[config.mk]
export PLATFORM = sky130hd
export DESIGN_NAME = double_ended_queue
export DESIGN_NICKNAME = d
export VERILOG_FILES = /design/src/design/deq_pkg.sv /design/src/design/deq_ram.sv /design/src/design/deq_ctrl.sv /design/src/design/double_ended_queue.sv
export SDC_FILE = /design/constraint.sdc
export NUM_CORES = 1
export LEC_CHECK = 0
export ABC_AREA = 1
export BUFFER_PORTS_ARGS = -buffer_cell sky130_fd_sc_hd__buf_2
export CORE_MARGIN = 4
export CORE_UTILIZATION = 36
export DETAILED_ROUTE_END_ITERATION = 7
export PLACE_DENSITY = 0.47
export SLEW_MARGIN = 0
export SYNTH_ARGS = -nofsm -noshare
export SYNTH_HDL_FRONTEND = slang
export SYNTH_HIERARCHICAL = 1
export SYNTH_SLANG_ARGS = --single-unit
[constraint.sdc]
create_clock -name clk -period 5.3 [get_ports clk]
set_input_delay 0.265 -clock clk [delete_from_list [all_inputs] [get_ports clk]]
set_output_delay 0.265 -clock clk [all_outputs]
set_load 0.01 [all_outputs]
[src/design/deq_pkg.sv]
// Shared types, sizes and conversion helpers for the double-ended queue.
`default_nettype none

package deq_pkg;

  localparam int DEPTH     = 16;
  localparam int WORD_BITS = 32;

  localparam int ADDR_W = (DEPTH > 1) ? $clog2(DEPTH) : 1;
  localparam int CNT_W  = $clog2(DEPTH + 1);
  // Offsets cover both a fill value and a 4-bit position.
  localparam int OFF_W  = (CNT_W > 4) ? CNT_W : 4;
  localparam int SUM_W  = OFF_W + 1;

  localparam int VALUE_W = 32;
  localparam int POS_W   = 4;
  localparam int COUNT_W = 5;

  typedef enum logic [2:0] {
    OP_PUSH_BACK  = 3'd0,
    OP_PUSH_FRONT = 3'd1,
    OP_POP_BACK   = 3'd2,
    OP_POP_FRONT  = 3'd3,
    OP_READ       = 3'd4
  } op_t;

  typedef enum logic [1:0] {
    ST_OK    = 2'd0,
    ST_FULL  = 2'd1,
    ST_EMPTY = 2'd2,
    ST_RANGE = 2'd3
  } status_t;

  // Memory access and result bookkeeping for one item.
  typedef struct packed {
    logic              mem_we;
    logic              mem_re;
    logic [ADDR_W-1:0] mem_addr;
    status_t           status;
    logic              use_rd;
    logic [CNT_W-1:0]  count;
  } ctrl_t;

  function automatic logic [WORD_BITS-1:0] word_from_field(input logic [VALUE_W-1:0] v);
    logic [63+VALUE_W:0] t;
    t = (64 + VALUE_W)'(v);
    return t[WORD_BITS-1:0];
  endfunction

  function automatic logic [VALUE_W-1:0] field_from_word(input logic [WORD_BITS-1:0] w);
    logic [63+VALUE_W:0] t;
    t = (64 + VALUE_W)'(w);
    return t[VALUE_W-1:0];
  endfunction

  function automatic logic [COUNT_W-1:0] count_field(input logic [CNT_W-1:0] c);
    logic [CNT_W+COUNT_W-1:0] t;
    t = (CNT_W + COUNT_W)'(c);
    return t[COUNT_W-1:0];
  endfunction

endpackage

`default_nettype wire

[src/design/deq_ram.sv]
// Generic single-port RAM with registered read.
`default_nettype none

module deq_ram #(
  parameter int WIDTH = 32,
  parameter int DEPTH = 16
) (
  input  wire logic                                     clk,
  input  wire logic                                     we,
  input  wire logic                                     re,
  input  wire logic [((DEPTH > 1) ? $clog2(DEPTH) : 1)-1:0] addr,
  input  wire logic [WIDTH-1:0]                         wdata,
  output logic      [WIDTH-1:0]                         rdata
);

  logic [WIDTH-1:0] mem_r [DEPTH];
  logic [WIDTH-1:0] rdata_r;

  always_ff @(posedge clk) begin
    if (we) begin
      mem_r[addr] <= wdata;
    end
    if (re) begin
      rdata_r <= mem_r[addr];
    end
  end

  assign rdata = rdata_r;

endmodule

`default_nettype wire

[src/design/deq_ctrl.sv]
// Head and fill pointers, operation decode and ring address generation.
`default_nettype none

module deq_ctrl (
  input  wire logic                      clk,
  input  wire logic                      rst_n,
  input  wire logic                      acc,
  input  wire logic [2:0]                op,
  input  wire logic [deq_pkg::POS_W-1:0] position,
  output deq_pkg::ctrl_t                 ctrl
);
  import deq_pkg::*;

  logic [ADDR_W-1:0] head_r, head_nxt;
  logic [CNT_W-1:0]  fill_r, fill_nxt;
  logic [ADDR_W-1:0] head_inc, head_dec, ring_addr;
  logic [OFF_W-1:0]  off;
  logic [SUM_W-1:0]  sum;
  logic              full, empty, front_push, we, re;

  assign full     = (fill_r == CNT_W'(DEPTH));
  assign empty    = (fill_r == '0);
  assign head_inc = (head_r == ADDR_W'(DEPTH - 1)) ? '0 : head_r + 1'b1;
  assign head_dec = (head_r == '0) ? ADDR_W'(DEPTH - 1) : head_r - 1'b1;

  // head + offset modulo DEPTH; offset stays below DEPTH on every used path
  assign sum       = SUM_W'(head_r) + SUM_W'(off);
  assign ring_addr = (sum >= SUM_W'(DEPTH)) ? ADDR_W'(sum - SUM_W'(DEPTH)) : ADDR_W'(sum);

  always_comb begin
    head_nxt    = head_r;
    fill_nxt    = fill_r;
    off         = '0;
    front_push  = 1'b0;
    we          = 1'b0;
    re          = 1'b0;
    ctrl.status = ST_OK;
    ctrl.use_rd = 1'b0;
    unique case (op)
      OP_PUSH_BACK: begin
        if (full) begin
          ctrl.status = ST_FULL;
        end else begin
          off      = OFF_W'(fill_r);
          we       = 1'b1;
          fill_nxt = fill_r + 1'b1;
        end
      end
      OP_PUSH_FRONT: begin
        if (full) begin
          ctrl.status = ST_FULL;
        end else begin
          front_push = 1'b1;
          we         = 1'b1;
          head_nxt   = head_dec;
          fill_nxt   = fill_r + 1'b1;
        end
      end
      OP_POP_BACK: begin
        if (empty) begin
          ctrl.status = ST_EMPTY;
        end else begin
          off         = OFF_W'(fill_r - 1'b1);
          re          = 1'b1;
          ctrl.use_rd = 1'b1;
          fill_nxt    = fill_r - 1'b1;
        end
      end
      OP_POP_FRONT: begin
        if (empty) begin
          ctrl.status = ST_EMPTY;
        end else begin
          re          = 1'b1;
          ctrl.use_rd = 1'b1;
          head_nxt    = head_inc;
          fill_nxt    = fill_r - 1'b1;
        end
      end
      OP_READ: begin
        if (OFF_W'(position) >= OFF_W'(fill_r)) begin
          ctrl.status = ST_RANGE;
        end else begin
          off         = OFF_W'(position);
          re          = 1'b1;
          ctrl.use_rd = 1'b1;
        end
      end
      default: begin
      end
    endcase
    ctrl.mem_we   = acc & we;
    ctrl.mem_re   = acc & re;
    ctrl.mem_addr = front_push ? head_dec : ring_addr;
    ctrl.count    = fill_nxt;
  end

  always_ff @(posedge clk) begin
    if (!rst_n) begin
      head_r <= '0;
      fill_r <= '0;
    end else if (acc) begin
      head_r <= head_nxt;
      fill_r <= fill_nxt;
    end
  end

  a_fill_bound: assert property (@(posedge clk) disable iff (!rst_n)
    fill_r <= CNT_W'(DEPTH))
    else $error("fill exceeds capacity");

  a_one_access: assert property (@(posedge clk) disable iff (!rst_n)
    !(ctrl.mem_we && ctrl.mem_re))
    else $error("read and write in one cycle");

  a_pop_dec: assert property (@(posedge clk) disable iff (!rst_n)
    (acc && !empty && (op == OP_POP_BACK || op == OP_POP_FRONT))
      |=> fill_r == $past(fill_r) - 1'b1)
    else $error("pop did not lower fill");

  a_read_keeps: assert property (@(posedge clk) disable iff (!rst_n)
    (acc && op == OP_READ) |=> ($stable(head_r) && $stable(fill_r)))
    else $error("read changed pointers");

endmodule

`default_nettype wire

[src/design/double_ended_queue.sv]
// Top level of the double-ended queue: ring memory, pointer control and result stages.
`default_nettype none

// Double-ended queue of up to 16 words held in a ring inside one single-port
// RAM, addressed by a front (head) pointer and a fill count. Each input item
// carries one operation: push back, push front, pop back, pop front or read by
// position from the front; each item gives exactly one result item with a
// status, the popped or read word (zero otherwise) and the count after the
// operation. Rate: one item per clock while in_stall is low; a result passes
// through the RAM's registered read and then the output register. Pointers
// update at accept, so back-to-back items always see the previous item's
// effect; a write and a later read of the same entry fall in different
// cycles and need no forwarding. The RAM contents are not cleared at reset;
// only entries that were pushed are ever returned. in_stall rises only when
// both the result stage and the output register are full and the output is
// stalled.

module double_ended_queue (
  input  wire logic                        clk,
  input  wire logic                        rst_n,
  // input channel
  input  wire logic                        in_valid,
  output logic                             in_stall,
  input  wire logic [2:0]                  in_op,
  input  wire logic [deq_pkg::VALUE_W-1:0] in_value,
  input  wire logic [deq_pkg::POS_W-1:0]   in_position,
  // result channel
  output logic                             out_valid,
  input  wire logic                        out_stall,
  output logic [1:0]                       out_status,
  output logic [deq_pkg::VALUE_W-1:0]      out_data,
  output logic [deq_pkg::COUNT_W-1:0]      out_count
);
  import deq_pkg::*;

  ctrl_t                ctrl;
  logic                 in_acc;
  logic [WORD_BITS-1:0] rd_word;

  // RAM-read stage: waits for the registered read data
  logic                 s1_valid_r, s1_valid_nxt;
  status_t              s1_status_r;
  logic                 s1_use_rd_r;
  logic [CNT_W-1:0]     s1_count_r;
  logic                 s1_go;

  // output register
  logic                 out_valid_r, out_valid_nxt;
  logic [1:0]           out_status_r;
  logic [VALUE_W-1:0]   out_data_r;
  logic [COUNT_W-1:0]   out_count_r;

  assign s1_go    = s1_valid_r & (~out_valid_r | ~out_stall);
  assign in_stall = s1_valid_r & ~s1_go;
  assign in_acc   = in_valid & ~in_stall;

  deq_ctrl u_ctrl (
    .clk      (clk),
    .rst_n    (rst_n),
    .acc      (in_acc),
    .op       (in_op),
    .position (in_position),
    .ctrl     (ctrl)
  );

  // Read data is held while the stage stalls: no new read issues then.
  deq_ram #(
    .WIDTH (WORD_BITS),
    .DEPTH (DEPTH)
  ) u_ram (
    .clk   (clk),
    .we    (ctrl.mem_we),
    .re    (ctrl.mem_re),
    .addr  (ctrl.mem_addr),
    .wdata (word_from_field(in_value)),
    .rdata (rd_word)
  );

  always_comb begin
    s1_valid_nxt = s1_valid_r;
    if (in_acc) begin
      s1_valid_nxt = 1'b1;
    end else if (s1_go) begin
      s1_valid_nxt = 1'b0;
    end
    out_valid_nxt = out_valid_r;
    if (s1_go) begin
      out_valid_nxt = 1'b1;
    end else if (out_valid_r && !out_stall) begin
      out_valid_nxt = 1'b0;
    end
  end

  always_ff @(posedge clk) begin
    if (!rst_n) begin
      s1_valid_r  <= 1'b0;
      out_valid_r <= 1'b0;
    end else begin
      s1_valid_r  <= s1_valid_nxt;
      out_valid_r <= out_valid_nxt;
    end
  end

  always_ff @(posedge clk) begin
    if (in_acc) begin
      s1_status_r <= ctrl.status;
      s1_use_rd_r <= ctrl.use_rd;
      s1_count_r  <= ctrl.count;
    end
    if (s1_go) begin
      out_status_r <= s1_status_r;
      out_data_r   <= s1_use_rd_r ? field_from_word(rd_word) : '0;
      out_count_r  <= count_field(s1_count_r);
    end
  end

  assign out_valid  = out_valid_r;
  assign out_status = out_status_r;
  assign out_data   = out_data_r;
  assign out_count  = out_count_r;

  a_no_loss: assert property (@(posedge clk) disable iff (!rst_n)
    (s1_valid_r && out_valid_r && out_stall) |=> s1_valid_r)
    else $error("held item dropped from read stage");

  a_stage_fill: assert property (@(posedge clk) disable iff (!rst_n)
    s1_go |=> out_valid_r)
    else $error("item moved without reaching output");

endmodule

`default_nettype wire

# ---- Word level (Yosys, flattened, before mapping)
# Memory sizes are Yosys's and may differ from the RTL's. A register that Yosys moved wholly into a read port is not among the register bits.
# Index checks and enable logic that the tools add are counted.
dict set report totals {
  register_bits 58
  inputBits 43
  ramBits 512
  wordCells 78
  output_inout_bits 41
  mem_count 1
}
dict set report op_classes {
  n_addsub 6
  n_mux 30
  reduce_logical 11
  magnitude_cmp 2
  bitwise 10
  n_eq_ne 8
}
# memory words width read_ports rd_clocked_by_memory_dff wr line_no
set mem_list {}
lappend mem_list {u_ram.mem_r 16 32 1 1 1 deq_ram.sv:16} ;# logic [WIDTH-1:0] mem_r [DEPTH];
# op n
set ops {}
lappend ops {{2-to-1 mux 4 bit} 7}
lappend ops {{2-to-1 mux 5 bit} 4}
lappend ops {{case mux 5 bit (3 select lines)} 1}
lappend ops {{2-to-1 mux 1 bit} 12}
lappend ops {{case mux 5 bit (2 select lines)} 1}
lappend ops {{case mux 4 bit (2 select lines)} 1}
lappend ops {{subtractor 4 x 1 -> 4 bit (second input constant)} 2}
lappend ops {{adder 4 x 5 -> 6 bit} 1}
lappend ops {{== test 3 x 2 -> 1 bit (second input constant)} 2}
lappend ops {{>= comparator 6 x 5 -> 1 bit (second input constant)} 1}
lappend ops {{case mux 2 bit (3 select lines)} 1}
lappend ops {{nonzero test 2 bit} 3}
lappend ops {{adder 5 x 1 -> 5 bit (second input constant)} 1}
lappend ops {{AND 1 bit} 5}
lappend ops {{== test 5 bit (second input constant)} 1}
lappend ops {{>= comparator 4 x 5 -> 1 bit} 1}
lappend ops {{zero test 5 bit} 1}
lappend ops {{subtractor 5 x 1 -> 5 bit (second input constant)} 1}
lappend ops {{adder 4 x 1 -> 4 bit (second input constant)} 1}
lappend ops {{== test 4 bit (second input constant)} 1}
lappend ops {{zero test 4 bit} 1}
lappend ops {{2-to-1 mux 2 bit} 2}
lappend ops {{inequality test 2 bit (second input constant)} 2}
lappend ops {{NOT 1 bit} 4}
lappend ops {{other kinds (9)} 10}

# ---- Logic depth before layout (Yosys ltp)
# Gate-level depths: netlist of the first run.
dict set report depth {
  ltp_word 10
  depth_mapped 28
  depth_no_buf 26
}

# ---- Cells and area by module
# The synthesis of the first run kept the hierarchy.
# mod instances cells_per_inst seq_area_each_um2 area_each_um2
set by_module_without_submodules {}
lappend by_module_without_submodules {deq_ram 1 2113 16335.7 22534.1}
lappend by_module_without_submodules {double_ended_queue 1 127 1451.4 1771.7}
lappend by_module_without_submodules {deq_ctrl 1 204 180.2 1367.6}

# ---- Worst setup path before layout of the first run
# No wires, ideal clock.
dict set report synth_path {
  path_kind {reg-to-reg}
  start {register u_ctrl.fill_r[3]}
  end {memory u_ram.mem_r[4][0], enable pin}
  setup_ps 421
  t_required_ps 4879
  synth_period_minus_slack_ps 4711
  setup_slack_ps 589
  stages_incl_launch_ff 24
  arrival_ps 4290
  path_buffers 2
  cell_sequence {dfxtp_1 buf_6 inv_1 ha_1 inv_1 nor2_1 nand2_1 nand2_1 nor2_2 inv_2 nor2_4 inv_2 o211ai_2 ha_1 inv_1 fa_1 xnor2_1 nand2_1 o21ai_0 inv_1 nor2_1 buf_2 inv_1 nor2_1}
}
# element line_no
set synth_rtl {}
lappend synth_rtl {{from (decl)} deq_ctrl.sv:15} ;# logic [CNT_W-1:0] fill_r, fill_nxt;
lappend synth_rtl {{from (signal assigned)} deq_ctrl.sv:103} ;# fill_r <= fill_nxt;
lappend synth_rtl {{to (decl)} deq_ram.sv:16}

==> Flow_metrics.wiki, run 1 <==
{| class="wikitable"
! Metric !! Value
|-
| Worst slew margin || 0.263
|-
| Clock Path Buffers || 3
|-
| Final hold violation count || 0
|-
| Total CTS buffers || 68
|-
| Fraction of synthesized area in multiplexers || 0.000829
|-
| Launch instance of the worst register-to-register path || u_ctrl/fill_r[2]$_SDFFE_PN0P_
|-
| Worst hold path depth || 1
|-
| Reg area || 18,000 sq um
|-
| Data arrival, critical path || 4.69 ns
|-
| Routed length per placed instance || between 15 and 20 um
|-
| Power density over the cells || 386 nW/um^2
|-
| Number of top-level pins || 84
|-
| Warning count from the yosys run || 6
|-
| Startpoint of the lowest-slack hold path || in_value[29]
|-
| Worst Hold Endpoint || u_ram/mem_r[2][29]$_DFFE_PP_
|-
| Setup repair after global routing missed its margin || no
|-
| Count of vias placed by the detailed router || 16.4k
|-
| Kind of start point of the critical path || flip-flop
|-
| Fraction of the yosys area taken by sequential cells || 0.700
|-
| Hold crit path type || input port to flip-flop
|-
| Average vias per placed instance || around 4.7
|-
| Floorplan die area || 75,700 sq um
|-
| Final setup fails || 0
|-
| Worst Reg-to-Reg Cells || 21
|-
| Antenna violation net count after detailed routing || 0
|-
| Slew Limit Fails || 0
|-
| Async set-reset flop share out of synthesis || 0
|-
| Post-synth top cells || 1,449 x nand2_1, 591 x edfxtp_1, 134 x inv_1
|-
| Combinational family with the most area after synthesis || simple AND/OR/NAND/NOR gates
|-
| Setup ws final || between 0.8 and 0.9 ns
|-
| Area of combinational cells with multiple inputs || 6600 sq um
|-
| Largest net degree at the start of global routing || 142
|-
| First-pass GRT wire length || 100,000 um
|-
| Fill count || 6,844
|-
| Post-Synth XOR/XNOR Area || 0.00307
|-
| Overall routing resource usage || 0.175
|-
| Die Wd || 275 um
|-
| FMAX || roughly 0.23 GHz
|-
| Mean Syn Cell Area || 10.5 sq um
|-
| Top-area cell type share of the netlist area || 0.691
|-
| Via count of the first global-routing pass || 16.1k
|-
| Worst reg-to-reg setup slack || 0.88 ns
|-
| Area growth from synthesis to layout || 14.0%
|-
| Die height || 275 um
|-
| Area of the mapped netlist || 25,700 sq um
|-
| Antenna fix cells || 0
|-
| Number of cells produced by synthesis || about 2.4k
|-
| Critical path fanouts, max || 23
|-
| Placed cell count || 3,407
|-
| Share of the synthesized area in compound gates (AO/OA/AOI/OAI) || 0.00877
|-
| Most used DFF post-synth || edfxtp_1
|-
| Post-route clock period utilization || 0.834
|-
| Net count after synthesis || 2,503
|-
| Worst Path Required || 5.57 ns
|-
| Sum of negative setup slack || 0 ns
|-
| Actual transition at the worst max-transition pin || about 1.1 ns
|-
| Area share of and/or/nand/nor cells after synthesis || 0.229
|-
| Post-Synth Adder-Cell Area || 0.00809
|-
| Starting density of the core || 0.365
|-
| Endpoint of the worst register-to-register path || u_ram/mem_r[9][12]$_DFFE_PP_
|-
| Post-synthesis cell type with the largest combined area || edfxtp_1
|-
| Violation count after the first detailed-route iteration || 1,190
|-
| Clock root buffer master || clkbuf_16
|-
| Total core area || 70,400 sq um
|-
| Number of core rows || 97
|-
| Final Instance Count excl. Fillers || 3,529
|-
| Flop and latch count out of synthesis || approximately 600
|-
| Skew-Pair Late Insertion Delay || roughly 0.59 ns
|-
| Cell leakage power || 12.3 nW
|-
| Routability Congestion || 0.792
|-
| Overall overflow remaining after global route || 0
|-
| Peak supply drop || 0.173 mV
|-
| Sinks on Clock Net || 602
|-
| Min Clock Period, post-route || ~4.4 ns
|-
| DRC viols || 0
|-
| Half-perimeter wire length after detailed placement || between 30,000 and 40,000 um
|-
| Maxcap violations || 0
|-
| CTS H-tree depth || 3
|-
| Clock transition at the register clock pins on the worst setup and hold paths after CTS || roughly 0.060 ns
|-
| Dominant cells by area after synthesis || edfxtp_1 69%, nand2_1 21%, inv_1 2.0%
|-
| Number of synthesized flops with an enable pin || 591
|-
| Net count, final || 2,600
|-
| Netlist cell types || 43
|-
| Total length of routed wires || 65,800 um
|-
| Dominant cell by count in the synthesized netlist || nand2_1
|-
| Total iterations of the first detailed-routing run || 5
|-
| Share of post-route cells with drive strength above 1 || 0.102
|-
| Setup Slack @ Placement || approximately 0.9 ns
|-
| Run status || finished, final reports clean
|-
| Number of antenna violations at the first check in global routing || 1
|-
| Crit end category || flip-flop
|-
| TritonCTS clock tree || built
|-
| Worst clock skew || 0.0197 ns
|-
| Classification of the worst setup path || flip-flop to flip-flop
|-
| # port buffers || 83
|}
==> what timing repair did <==
action / in CTS / in global routing
gates resized for setup: 0 / 0
hold buffers: 4 / 0
endpoints found under the hold margin: 6 / 0
buffers inserted: 0 / 0
==> registers in the layout, indices dropped and copies added, names as in the netlist <==
signal / cells
out_status: 2
out_valid: 1
s1_valid_r: 1
out_data: 32
u_ram/rdata: 32
s1_use_rd_r: 1
u_ctrl/head_r: 4
s1_status_r: 2
u_ctrl/fill_r: 5
out_count: 5
u_ram/mem_r: 512
s1_count_r: 5
==> placed cells by master, fill, tap and decap left out, types with 4 or more instances in the layout <==
master / instances
dlygate4sd3_1: 4
inv_2: 8
a21oi_1: 10
clkbuf_1: 9
buf_4: 37
o21ai_0: 11
clkbuf_16: 71
o21ai_1: 5
nand3_1: 24
buf_12: 9
buf_2: 83
xor2_1: 7
nor2_4: 20
inv_1: 131
dfxtp_1: 11
nand2_1: 1449
nor2_1: 22
edfxtp_1: 591
clkinv_2: 5
ha_1: 15
clkinv_1: 27
==> per-stage QoR <==
stage | hold WS [ns] | power (mW) | util | cell area (sq um)
detailed placement | 0.405 | 7.04 | 0.386 | 27200
global route | 0.0368 | 11.9 | 0.416 | 29300
global placement | 0.404 | 7.04 | 0.386 | 27200
CTS | 0.0128 | 11.5 | 0.416 | 29300
finish | 0.0533 | 11.3 | 0.416 | 29300
floorplan | 0.364 | 6.58 | - | 25700
==> worst max-delay path, cell delays in order, from the launching register on <==
cell and delay (ns):
dfxtp_1 0.62, inv_1 0.13, ha_1 0.32, nand2_1 0.07, nand2_1 0.05, nand2_1 0.06, nand2_1 0.06, nor2_2 0.13
inv_2 0.07, nor2_4 0.11, inv_2 0.07, o211ai_2 0.15, ha_1 0.19, inv_1 0.06, fa_1 0.37, xnor2_1 0.13
nand2_1 0.06, o21ai_0 0.20, inv_1 0.18, nand2_1 0.28, nor2_4 0.51, buf_12 0.28
==> layout make-up <==
class                   count  area share
repair buffers            133      0.0312
flip-flops and latches    602       0.614
clock inverters            38     0.00838
inverters                 144      0.0189
multi-input cells        1592       0.226
well taps                 940      0.0402
clock buffers              80      0.0619
==> kinds of logic after synthesis <==
kind of cell,count (synthesis)
flops,602
simple gates,1528
buf+inv,250
mux,2
xor+xnor,9
fa+ha+maj,16
compound gates,37
==> power breakdown <==
group	total [mW]	switching (mW)	internal, mW
sequential	5.38	0.0353	5.35
clock	4.39	1.86	2.53
combinational	1.54	1.13	0.413
==> per-layer routing <==
layer,share of wire,track usage,up-vias
met1,0.46,0.238,7989
met2,0.48,0.297,315
li1,-,-,8047
met4,0.018,0.0442,0
met3,0.040,0.0253,84
met5,0,0,-
==> worst max path at each step <==
stage	cells after the start	start	endpoint	slack, ns
after floorplan	23	u_ctrl/fill_r[3]$_SDFFE_PN0P_	u_ram/mem_r[4][0]$_DFFE_PP_	0.59
after global placement	22	u_ctrl/fill_r[2]$_SDFFE_PN0P_	u_ram/rdata[16]$_DFFE_PP_	0.91
after detailed placement	21	u_ctrl/fill_r[2]$_SDFFE_PN0P_	u_ram/mem_r[9][0]$_DFFE_PP_	0.89
after CTS	21	u_ctrl/fill_r[2]$_SDFFE_PN0P_	u_ram/mem_r[9][12]$_DFFE_PP_	0.87
after global routing	22	u_ctrl/fill_r[2]$_SDFFE_PN0P_	u_ram/rdata[21]$_DFFE_PP_	0.52
final	21	u_ctrl/fill_r[2]$_SDFFE_PN0P_	u_ram/mem_r[9][12]$_DFFE_PP_	0.88
Power figures use the tool's default switching activity.
==> inputs of run 2 (changes only) <==
ABC_AREA = 0   (was 1)
PLACE_DENSITY = 0.49   (was 0.47)
clock period = 3.58 ns   (was 5.3 ns; I/O delays follow)
==> run 2 against run 1 <==
The flow now finishes with violations (setup timing). Utilization is 6.9 points higher. Sequential power up 47%. Clock skew decreased by 0.0039 ns. Non-clock buffer count up 217. Flip-flop and latch count stayed put. Worst hold slack better by 0.033 ns. Critical endpoint is now u_ram/mem_r[4][8]$_DFFE_PP_.
==> Flow_metrics.wiki, run 2 <==
{| class="wikitable"
! Metric !! Value
|-
| Most frequent standard cell in the layout excluding fill and tap cells || edfxtp_1 (was nand2_1)
|-
| Warning count from the yosys run || 6 (unchanged)
|-
| Post-route total power || 16.6 mW (was 11.3 mW)
|-
| Power density over the cells || 531 nW/um^2 (was 386 nW/um^2)
|-
| Number of antenna violations at the first check in global routing || 2 (was 1)
|-
| Share of post-route cells with drive strength above 1 || 0.446 (was 0.102)
|-
| Overall routing resource usage || 0.164 (was 0.175)
|-
| Clock Path Buffers || 3 (unchanged)
|-
| Clock transition at the register clock pins on the worst setup and hold paths after CTS || 0.06 ns (about the same)
|-
| Die Wd || 262 um (was 275 um)
|-
| Violations in the final reports || setup timing
|-
| Total length of routed wires || 63,600 um (was 65,800 um)
|-
| Number of cells produced by synthesis || 1,102 (was 2,444)
|-
| Async set-reset flop share out of synthesis || 0 (unchanged)
|-
| Global routing met1 resource utilization || 0.230 (was 0.238)
|-
| Skew-Pair Late Insertion Delay || 0.59 ns (about the same)
|-
| Most used DFF post-synth || edfxtp_1 (unchanged)
|-
| Reg area || 18,000 sq um (about the same)
|-
| Floorplan die area || 68,900 sq um (was 75,700 sq um)
|-
| Fin Hold WS || 0.0863 ns (was 0.0533 ns)
|-
| Setup Slack @ Placement || -0.528 ns (was 0.890 ns)
|-
| Min Clock Period, post-route || 4.05 ns (was 4.42 ns)
|-
| Cell leakage power || 10.4 nW (was 12.3 nW)
|-
| Top-area cell type share of the netlist area || 0.761 (was 0.691)
|-
| Maxcap violations || 0 (unchanged)
|-
| FMAX || 0.247 GHz (was 0.226 GHz)
|-
| Kind of start point of the critical path || flip-flop (unchanged)
|-
| Dominant cells by area after synthesis || edfxtp_1 76%, mux4_2 12%, a22oi_1 2.1% (was edfxtp_1 69%, nand2_1 21%, inv_1 2.0%)
|-
| # port buffers || 83 (unchanged)
|-
| Number of synthesized flops with an enable pin || 591 (unchanged)
|-
| Routability Congestion || 0.768 (was 0.792)
|-
| Finished layout cell area || 31,200 sq um (was 29,300 sq um)
|-
| GR Layer Usage met2 || 0.268 (was 0.297)
|-
| Placed cell areas || 26,500 sq um (was 27,200 sq um)
|-
| Half-perimeter wire length after detailed placement || 33,200 um (was 34,900 um)
|-
| Critical path fanouts, max || 7 (was 23)
|-
| Slew Limit Fails || 0 (unchanged)
|-
| Die height || 262 um (was 275 um)
|-
| Crit end category || flip-flop (unchanged)
|-
| Starting density of the core || 0.363 (was 0.365)
|-
| Most heavily used metal layer in global routing || met2 (unchanged)
|-
| Violation count after the first detailed-route iteration || 957 (was 1,190)
|-
| Worst setup path startpoint || u_ctrl/fill_r[2]$_SDFFE_PN0P_ (unchanged)
|-
| Total CTS buffers || 67 (was 68)
|-
| Post-synthesis cell type with the largest combined area || edfxtp_1 (unchanged)
|-
| Number of top-level pins || 84 (unchanged)
|-
| Run status || finished with violations (was finished, final reports clean)
|-
| Worst Path Required || 3.88 ns (was 5.57 ns)
|-
| Setup ws final || -0.473 ns (was 0.882 ns)
|-
| Fraction of the core area covered by cells at the end of the flow || 0.485 (was 0.416)
|-
| Flop and latch count out of synthesis || 602 (unchanged)
|-
| Data arrival, critical path || 4.35 ns (was 4.69 ns)
|-
| Area growth from synthesis to layout || 33.7% (was 14.0%)
|-
| DRC viols || 0 (unchanged)
|-
| Number of core rows || 93 (was 97)
|-
| First-pass GRT wire length || 84,300 um (was 100,000 um)
|-
| TritonCTS clock tree || built (unchanged)
|-
| Hold crit path type || input port to flip-flop (unchanged)
|-
| Post-route clock period utilization || 1.13 (was 0.834)
|-
| Routed length per placed instance || 26.8 um (was 18.6 um)
|-
| Area of combinational cells with multiple inputs || 5570 sq um (was 6600 sq um)
|-
| Count of vias placed by the detailed router || 12.3k (was 16.4k)
|-
| Post-synth top cells || 591 x edfxtp_1, 128 x mux4_2, 66 x a22oi_1 (was 1,449 x nand2_1, 591 x edfxtp_1, 134 x inv_1)
|-
| Peak supply drop || 0.324 mV (was 0.173 mV)
|-
| Total core area || 64,200 sq um (was 70,400 sq um)
|-
| Setup repair after global routing missed its margin || yes (was no)
|-
| Endpoint of the worst register-to-register path || u_ram/mem_r[4][8]$_DFFE_PP_ (was u_ram/mem_r[9][12]$_DFFE_PP_)
|-
| Met3 track utilization from global routing || 0.0294 (was 0.0253)
|-
| Worst clock skew || 0.0158 ns (was 0.0197 ns)
|-
| Classification of the worst setup path || flip-flop to flip-flop (unchanged)
|-
| Worst slew margin || 0.530 (was 0.263)
|-
| Overall overflow remaining after global route || 0 (unchanged)
|-
| CTS H-tree depth || 3 (unchanged)
|-
| Actual transition at the worst max-transition pin || 0.705 ns (was 1.10 ns)
|-
| Mean Syn Cell Area || 21.1 sq um (was 10.5 sq um)
|-
| Antenna violation net count after detailed routing || 0 (unchanged)
|-
| Net count after synthesis || 1,161 (was 2,503)
|-
| Average vias per placed instance || 5.19 (was 4.66)
|-
| Sinks on Clock Net || 602 (unchanged)
|-
| Clock root buffer master || clkbuf_16 (unchanged)
|-
| Fraction of the yosys area taken by sequential cells || 0.771 (was 0.700)
|-
| Flip-flop count of the largest register, all copies and words added || 512 (unchanged)
|-
| Launch instance of the worst register-to-register path || u_ctrl/fill_r[2]$_SDFFE_PN0P_ (unchanged)
|-
| Largest net degree at the start of global routing || 40 (was 142)
|-
| Final setup fails || 544 (was 0)
|-
| Via count of the first global-routing pass || 12.5k (was 16.1k)
|-
| Area of the mapped netlist || 23,300 sq um (was 25,700 sq um)
|-
| Termination of the worst setup path || u_ram/mem_r[4][8]$_DFFE_PP_ (was u_ram/mem_r[9][12]$_DFFE_PP_)
|-
| Total iterations of the first detailed-routing run || 4 (was 5)
|-
| Netlist cell types || 71 (was 43)
|-
| Final hold violation count || 0 (unchanged)
|-
| Worst reg-to-reg setup slack || -0.47 ns (was 0.88 ns)
|-
| Highest-count cells in the layout ignoring fill and taps || 591 x edfxtp_1, 128 x mux4_2, 108 x clkbuf_16 (was 1,449 x nand2_1, 591 x edfxtp_1, 131 x inv_1)
|-
| Dominant cell by count in the synthesized netlist || edfxtp_1 (was nand2_1)
|-
| Fill count || 5,304 (was 6,844)
|-
| Most flops, register || u_ram/mem_r (unchanged)
|-
| Worst Reg-to-Reg Cells || 20 (was 21)
|-
| Net count, final || 1,526 (was 2,600)
|}
[run 2: cell types whose count changed after synthesis, moves of 7 or more]
cell,change
mux4_2,+128
nor2_1,-18
a22oi_1,+65
nand2_1,-1400
nor3_1,+9
buf_6,-21
clkbuf_1,+19
inv_2,-7
and2_2,+32
inv_1,-118
xor2_1,-7
buf_4,-16
nand3_1,-19
buf_2,-28
[run 2: worst min-delay path by stage]
stage	start	endpoint	cells past startpoint	slack, ns
after global placement	in_valid	s1_valid_r$_SDFFE_PN0P_	2	0.40
final	in_op[0]	s1_status_r[1]$_DFFE_PP_	4	0.09
after detailed placement	s1_count_r[1]$_DFFE_PP_	out_count[1]$_DFFE_PP_	0	0.41
after floorplan	in_value[0]	u_ram/mem_r[0][0]$_DFFE_PP_	0	0.28
after CTS	in_op[0]	s1_status_r[1]$_DFFE_PP_	4	0.03
after global routing	in_op[0]	s1_status_r[1]$_DFFE_PP_	4	0.09
[run 2: cell families after synthesis]
family / share of synthesized area
fa+ha+maj: 0.00891
xor+xnor: 0.00113
simple gates: 0.0362
flops: 0.771
buf+inv: 0.0154
compound gates: 0.0411
mux: 0.126
[run 2: final cells by class]
| type | instances | area share |
|---|---|---|
| antenna | 1 | 0.0000803 |
| clock buffer | 82 | 0.0583 |
| clock inverter | 32 | 0.00795 |
| inverter | 17 | 0.00229 |
| multi-input combinational | 429 | 0.179 |
| sequential | 602 | 0.577 |
| tap | 855 | 0.0343 |
| timing repair buffer | 350 | 0.141 |
[run 2: worst max-delay path, cell delays in order, from the launching register on]
cell and delay, ns:
dfxtp_4 0.40, inv_4 0.05, ha_4 0.25, o21a_1 0.14, nor2_2 0.05, o311a_1 0.35, buf_6 0.13, a32oi_1 0.20
nor2_1 0.08, ha_1 0.32, a21oi_2 0.20, xnor2_2 0.15, nor2b_4 0.19, mux2i_4 0.08, buf_6 0.13, buf_6 0.11
nand3b_1 0.17, buf_6 0.16, nor3_4 0.20, buf_6 0.21, clkbuf_16 0.18
[run 2: per-layer routing]
| metal | vias up | part of all wire |
|---|---|---|
| met1 | 6551 | 0.45 |
| met4 | 0 | 0.019 |
| met3 | 82 | 0.051 |
| met5 | - | 0 |
| li1 | 5345 | - |
| met2 | 323 | 0.48 |
[run 2: report_power, final]
group	internal [mW]	switching (mW)	leakage, nW
clock	3.87	2.67	1.01
sequential	7.88	0.0417	5.45
combinational	1.08	1.02	3.90
total	12.8	3.73	10.4
[run 2: per-stage QoR]
step | setup TNS, ns | cells
floorplan | -159.85 | 1102
global placement | -184.90 | 2111
detailed placement | -204.24 | 2111
CTS | -156.00 | 2292
global route | -270.96 | 2368
finish | -205.59 | 2368
[run 2: repair_timing]
item,4_1_cts,5_1_grt
hold buffers,36,0
gates cloned,6,43
endpoints found under the hold margin,519,0
resized for setup,35,78
pin swaps,21,53
buffers inserted,25,39
setup endpoints to repair,544,544
==> inputs of run 3 (changes only) <==
==> constraint.sdc (replaced) <==
create_clock -name clk -period 3.58 [get_ports clk]
set_input_delay 0.358 -clock clk [delete_from_list [all_inputs] [get_ports clk]]
set_output_delay 0.358 -clock clk [all_outputs]
set_load 0.01 [all_outputs]
==> run 3 against run 2 <==
The flow still finishes with violations (setup timing). Final cell count rose by 0.13%. Sequential share of layout area fell by 0.45 points. Clock-buffer cell count rose by 5. Worst hold slack improved by 0.011 ns. Design area rose by 0.77%. Die area did not move. Via count rose by 1.0%. Highest routed layer is now met5.
==> Flow_metrics.wiki, run 3 (synthesis gave the netlist of run 2 again) <==
{| class="wikitable"
! Metric !! Value
|-
| Hold crit path type || input port to flip-flop (unchanged)
|-
| Skew-Pair Late Insertion Delay || 0.60 ns (was 0.59 ns)
|-
| Highest-count cells in the layout ignoring fill and taps || 591 x edfxtp_1, 128 x mux4_2, 88 x clkbuf_16 (was 591 x edfxtp_1, 128 x mux4_2, 108 x clkbuf_16)
|-
| Share of post-route cells with drive strength above 1 || 0.475 (was 0.446)
|-
| Overall overflow remaining after global route || 0 (unchanged)
|-
| Number of core rows || 93 (unchanged)
|-
| Placed cell areas || 26,400 sq um (was 26,500 sq um)
|-
| Net count, final || 1,524 (was 1,526)
|-
| Half-perimeter wire length after detailed placement || 34,300 um (was 33,200 um)
|-
| Routability Congestion || 0.759 (was 0.768)
|-
| Power density over the cells || 535 nW/um^2 (was 531 nW/um^2)
|-
| Worst clock skew || 0.0313 ns (was 0.0158 ns)
|-
| Setup repair after global routing missed its margin || yes (unchanged)
|-
| Worst Hold Endpoint || out_valid$_SDFFE_PN0P_ (was s1_status_r[1]$_DFFE_PP_)
|-
| Antenna violation net count after detailed routing || 0 (unchanged)
|-
| Worst Path Required || 3.90 ns (was 3.88 ns)
|-
| Flip-flop count of the largest register, all copies and words added || 512 (unchanged)
|-
| Clock transition at the register clock pins on the worst setup and hold paths after CTS || 0.06 ns (about the same)
|-
| Reg area || 18,000 sq um (about the same)
|-
| Met3 track utilization from global routing || 0.0301 (was 0.0294)
|-
| Final hold violation count || 0 (unchanged)
|-
| Slew Limit Fails || 0 (unchanged)
|-
| Number of top-level pins || 84 (unchanged)
|-
| Violations in the final reports || setup timing (unchanged)
|-
| Number of antenna violations at the first check in global routing || 3 (was 2)
|-
| Fraction of the core area covered by cells at the end of the flow || 0.489 (was 0.485)
|-
| CTS H-tree depth || 3 (unchanged)
|-
| Worst hold path depth || 3 (was 4)
|-
| TritonCTS clock tree || built (unchanged)
|-
| Via count of the first global-routing pass || 13.0k (was 12.5k)
|-
| Clock Path Buffers || 3 (unchanged)
|-
| Most frequent standard cell in the layout excluding fill and tap cells || edfxtp_1 (unchanged)
|-
| Largest net degree at the start of global routing || 40 (unchanged)
|-
| # port buffers || 83 (unchanged)
|-
| Data arrival, critical path || 4.19 ns (was 4.35 ns)
|-
| GR Layer Usage met2 || 0.304 (was 0.268)
|-
| Die Wd || 262 um (unchanged)
|-
| Average vias per placed instance || 5.24 (was 5.19)
|-
| Startpoint of the lowest-slack hold path || out_stall (was in_op[0])
|-
| FMAX || 0.259 GHz (was 0.247 GHz)
|-
| Total length of routed wires || 65,400 um (was 63,600 um)
|-
| Post-route clock period utilization || 1.08 (was 1.13)
|-
| Min Clock Period, post-route || 3.86 ns (was 4.05 ns)
|-
| Crit end category || flip-flop (unchanged)
|-
| Classification of the worst setup path || flip-flop to flip-flop (unchanged)
|-
| Total CTS buffers || 68 (was 67)
|-
| Actual transition at the worst max-transition pin || 0.811 ns (was 0.705 ns)
|-
| First-pass GRT wire length || 90,600 um (was 84,300 um)
|-
| Final setup fails || 542 (was 544)
|-
| Starting density of the core || 0.363 (unchanged)
|-
| Clock root buffer master || clkbuf_16 (unchanged)
|-
| Die height || 262 um (unchanged)
|-
| Area of combinational cells with multiple inputs || 5630 sq um (was 5570 sq um)
|-
| Launch instance of the worst register-to-register path || u_ctrl/fill_r[0]$_SDFFE_PN0P_ (was u_ctrl/fill_r[2]$_SDFFE_PN0P_)
|-
| Run status || finished with violations (unchanged)
|-
| Total core area || 64,200 sq um (unchanged)
|-
| Maxcap violations || 0 (unchanged)
|-
| Sinks on Clock Net || 602 (unchanged)
|-
| Finished layout cell area || 31,400 sq um (was 31,200 sq um)
|-
| Area growth from synthesis to layout || 34.8% (was 33.7%)
|-
| Most flops, register || u_ram/mem_r (unchanged)
|-
| Setup ws final || -0.285 ns (was -0.473 ns)
|-
| Count of vias placed by the detailed router || 12.4k (was 12.3k)
|-
| Total iterations of the first detailed-routing run || 5 (was 4)
|-
| Global routing met1 resource utilization || 0.238 (was 0.230)
|-
| Fill count || 5,225 (was 5,304)
|-
| Most heavily used metal layer in global routing || met2 (unchanged)
|-
| Kind of start point of the critical path || flip-flop (unchanged)
|-
| Worst setup path startpoint || u_ctrl/fill_r[0]$_SDFFE_PN0P_ (was u_ctrl/fill_r[2]$_SDFFE_PN0P_)
|-
| Cell leakage power || 10.4 nW (about the same)
|-
| Endpoint of the worst register-to-register path || u_ram/mem_r[3][19]$_DFFE_PP_ (was u_ram/mem_r[4][8]$_DFFE_PP_)
|-
| Floorplan die area || 68,900 sq um (unchanged)
|-
| Critical path fanouts, max || 5 (was 7)
|-
| Overall routing resource usage || 0.178 (was 0.164)
|-
| Violation count after the first detailed-route iteration || 917 (was 957)
|-
| Routed length per placed instance || 27.6 um (was 26.8 um)
|-
| Worst reg-to-reg setup slack || -0.28 ns (was -0.47 ns)
|-
| DRC viols || 0 (unchanged)
|-
| Worst slew margin || 0.459 (was 0.530)
|-
| Worst Reg-to-Reg Cells || 16 (was 20)
|-
| Peak supply drop || 0.320 mV (was 0.324 mV)
|}
==> run 3: changes by cell type in the layout (fill, tap and decap cells not counted), moves of 3 or more <==
cell | before | now
a22oi_2 | 40 | 53
clkbuf_16 | 108 | 88
dlygate4sd3_1 | 36 | 1
buf_16 | 12 | 26
buf_6 | 23 | 42
clkinv_2 | 8 | 4
buf_4 | 83 | 80
buf_12 | 70 | 78
buf_8 | 6 | 18
a22oi_1 | 27 | 14
clkbuf_1 | 11 | 17
==> run 3: cell type report <==
| type | count | area share |
|---|---|---|
| diodes | 1 | 0.0000797 |
| clock buffers | 87 | 0.0578 |
| clock inverters | 33 | 0.00992 |
| inverters | 17 | 0.00219 |
| multi-input cells | 429 | 0.179 |
| flip-flops and latches | 602 | 0.573 |
| well taps | 855 | 0.0341 |
| repair buffers | 347 | 0.144 |
==> run 3: through the flow <==
stage	total power [mW]	cells	TNS, ns	worst slack, ns	hold WS (ns)
3_5_place_dp	9.75	2118	-241.06	-0.740	0.410
2_1_floorplan	9.09	1102	-161.72	-0.623	0.400
5_1_grt	17.4	2370	-159.18	-0.395	0.0881
4_1_cts	16.9	2338	-84.19	-0.248	0.0724
3_3_place_gp	9.74	2118	-219.46	-0.641	0.407
6_report	16.8	2371	-93.66	-0.285	0.0970
==> run 3: critical path, cell delays in order, from the launching register on <==
cell and delay (ns):
dfxtp_4 0.36, ha_4 0.21, nand2b_4 0.14, a2111oi_4 0.36, o311a_1 0.26, a22o_1 0.17
ha_2 0.18, inv_2 0.04, fa_2 0.37, xnor2_1 0.13, a21o_2 0.20, buf_6 0.11
or3b_4 0.42, buf_12 0.15, nor2_4 0.16, buf_6 0.17, clkbuf_16 0.15
==> run 3: how the worst max path moves through the flow <==
stage                                   endpoint  slack (ns)
floorplan            u_ram/mem_r[0][0]$_DFFE_PP_       -0.62
global placement        u_ram/rdata[3]$_DFFE_PP_       -0.64
detailed placement      u_ram/rdata[3]$_DFFE_PP_       -0.74
CTS                 u_ram/mem_r[2][12]$_DFFE_PP_       -0.25
global route         u_ram/mem_r[1][2]$_DFFE_PP_       -0.39
finish              u_ram/mem_r[3][19]$_DFFE_PP_       -0.28
==> run 3: routing by layer <==
layer / wire, um / vias to the layer above / part of all wire
met5: 32 / - / 0.00049
met4: 1530 / 4 / 0.023
met3: 2790 / 91 / 0.043
met2: 33100 / 302 / 0.51
met1: 28000 / 6667 / 0.43
li1: - / 5361 / -
==> run 3: power breakdown <==
group / internal [mW] / switching [mW]
logic: 1.16 / 1.07
clock network: 3.89 / 2.75
registers: 7.88 / 0.0423
==> run 3: what timing repair did <==
action,4_1_cts,5_1_grt
hold buffers,1,0
pin swaps,62,38
gates resized for setup,141,101
endpoints found under the setup margin,544,544
hold endpoints to repair,1,0
cloned,30,23
setup buffers,74,27
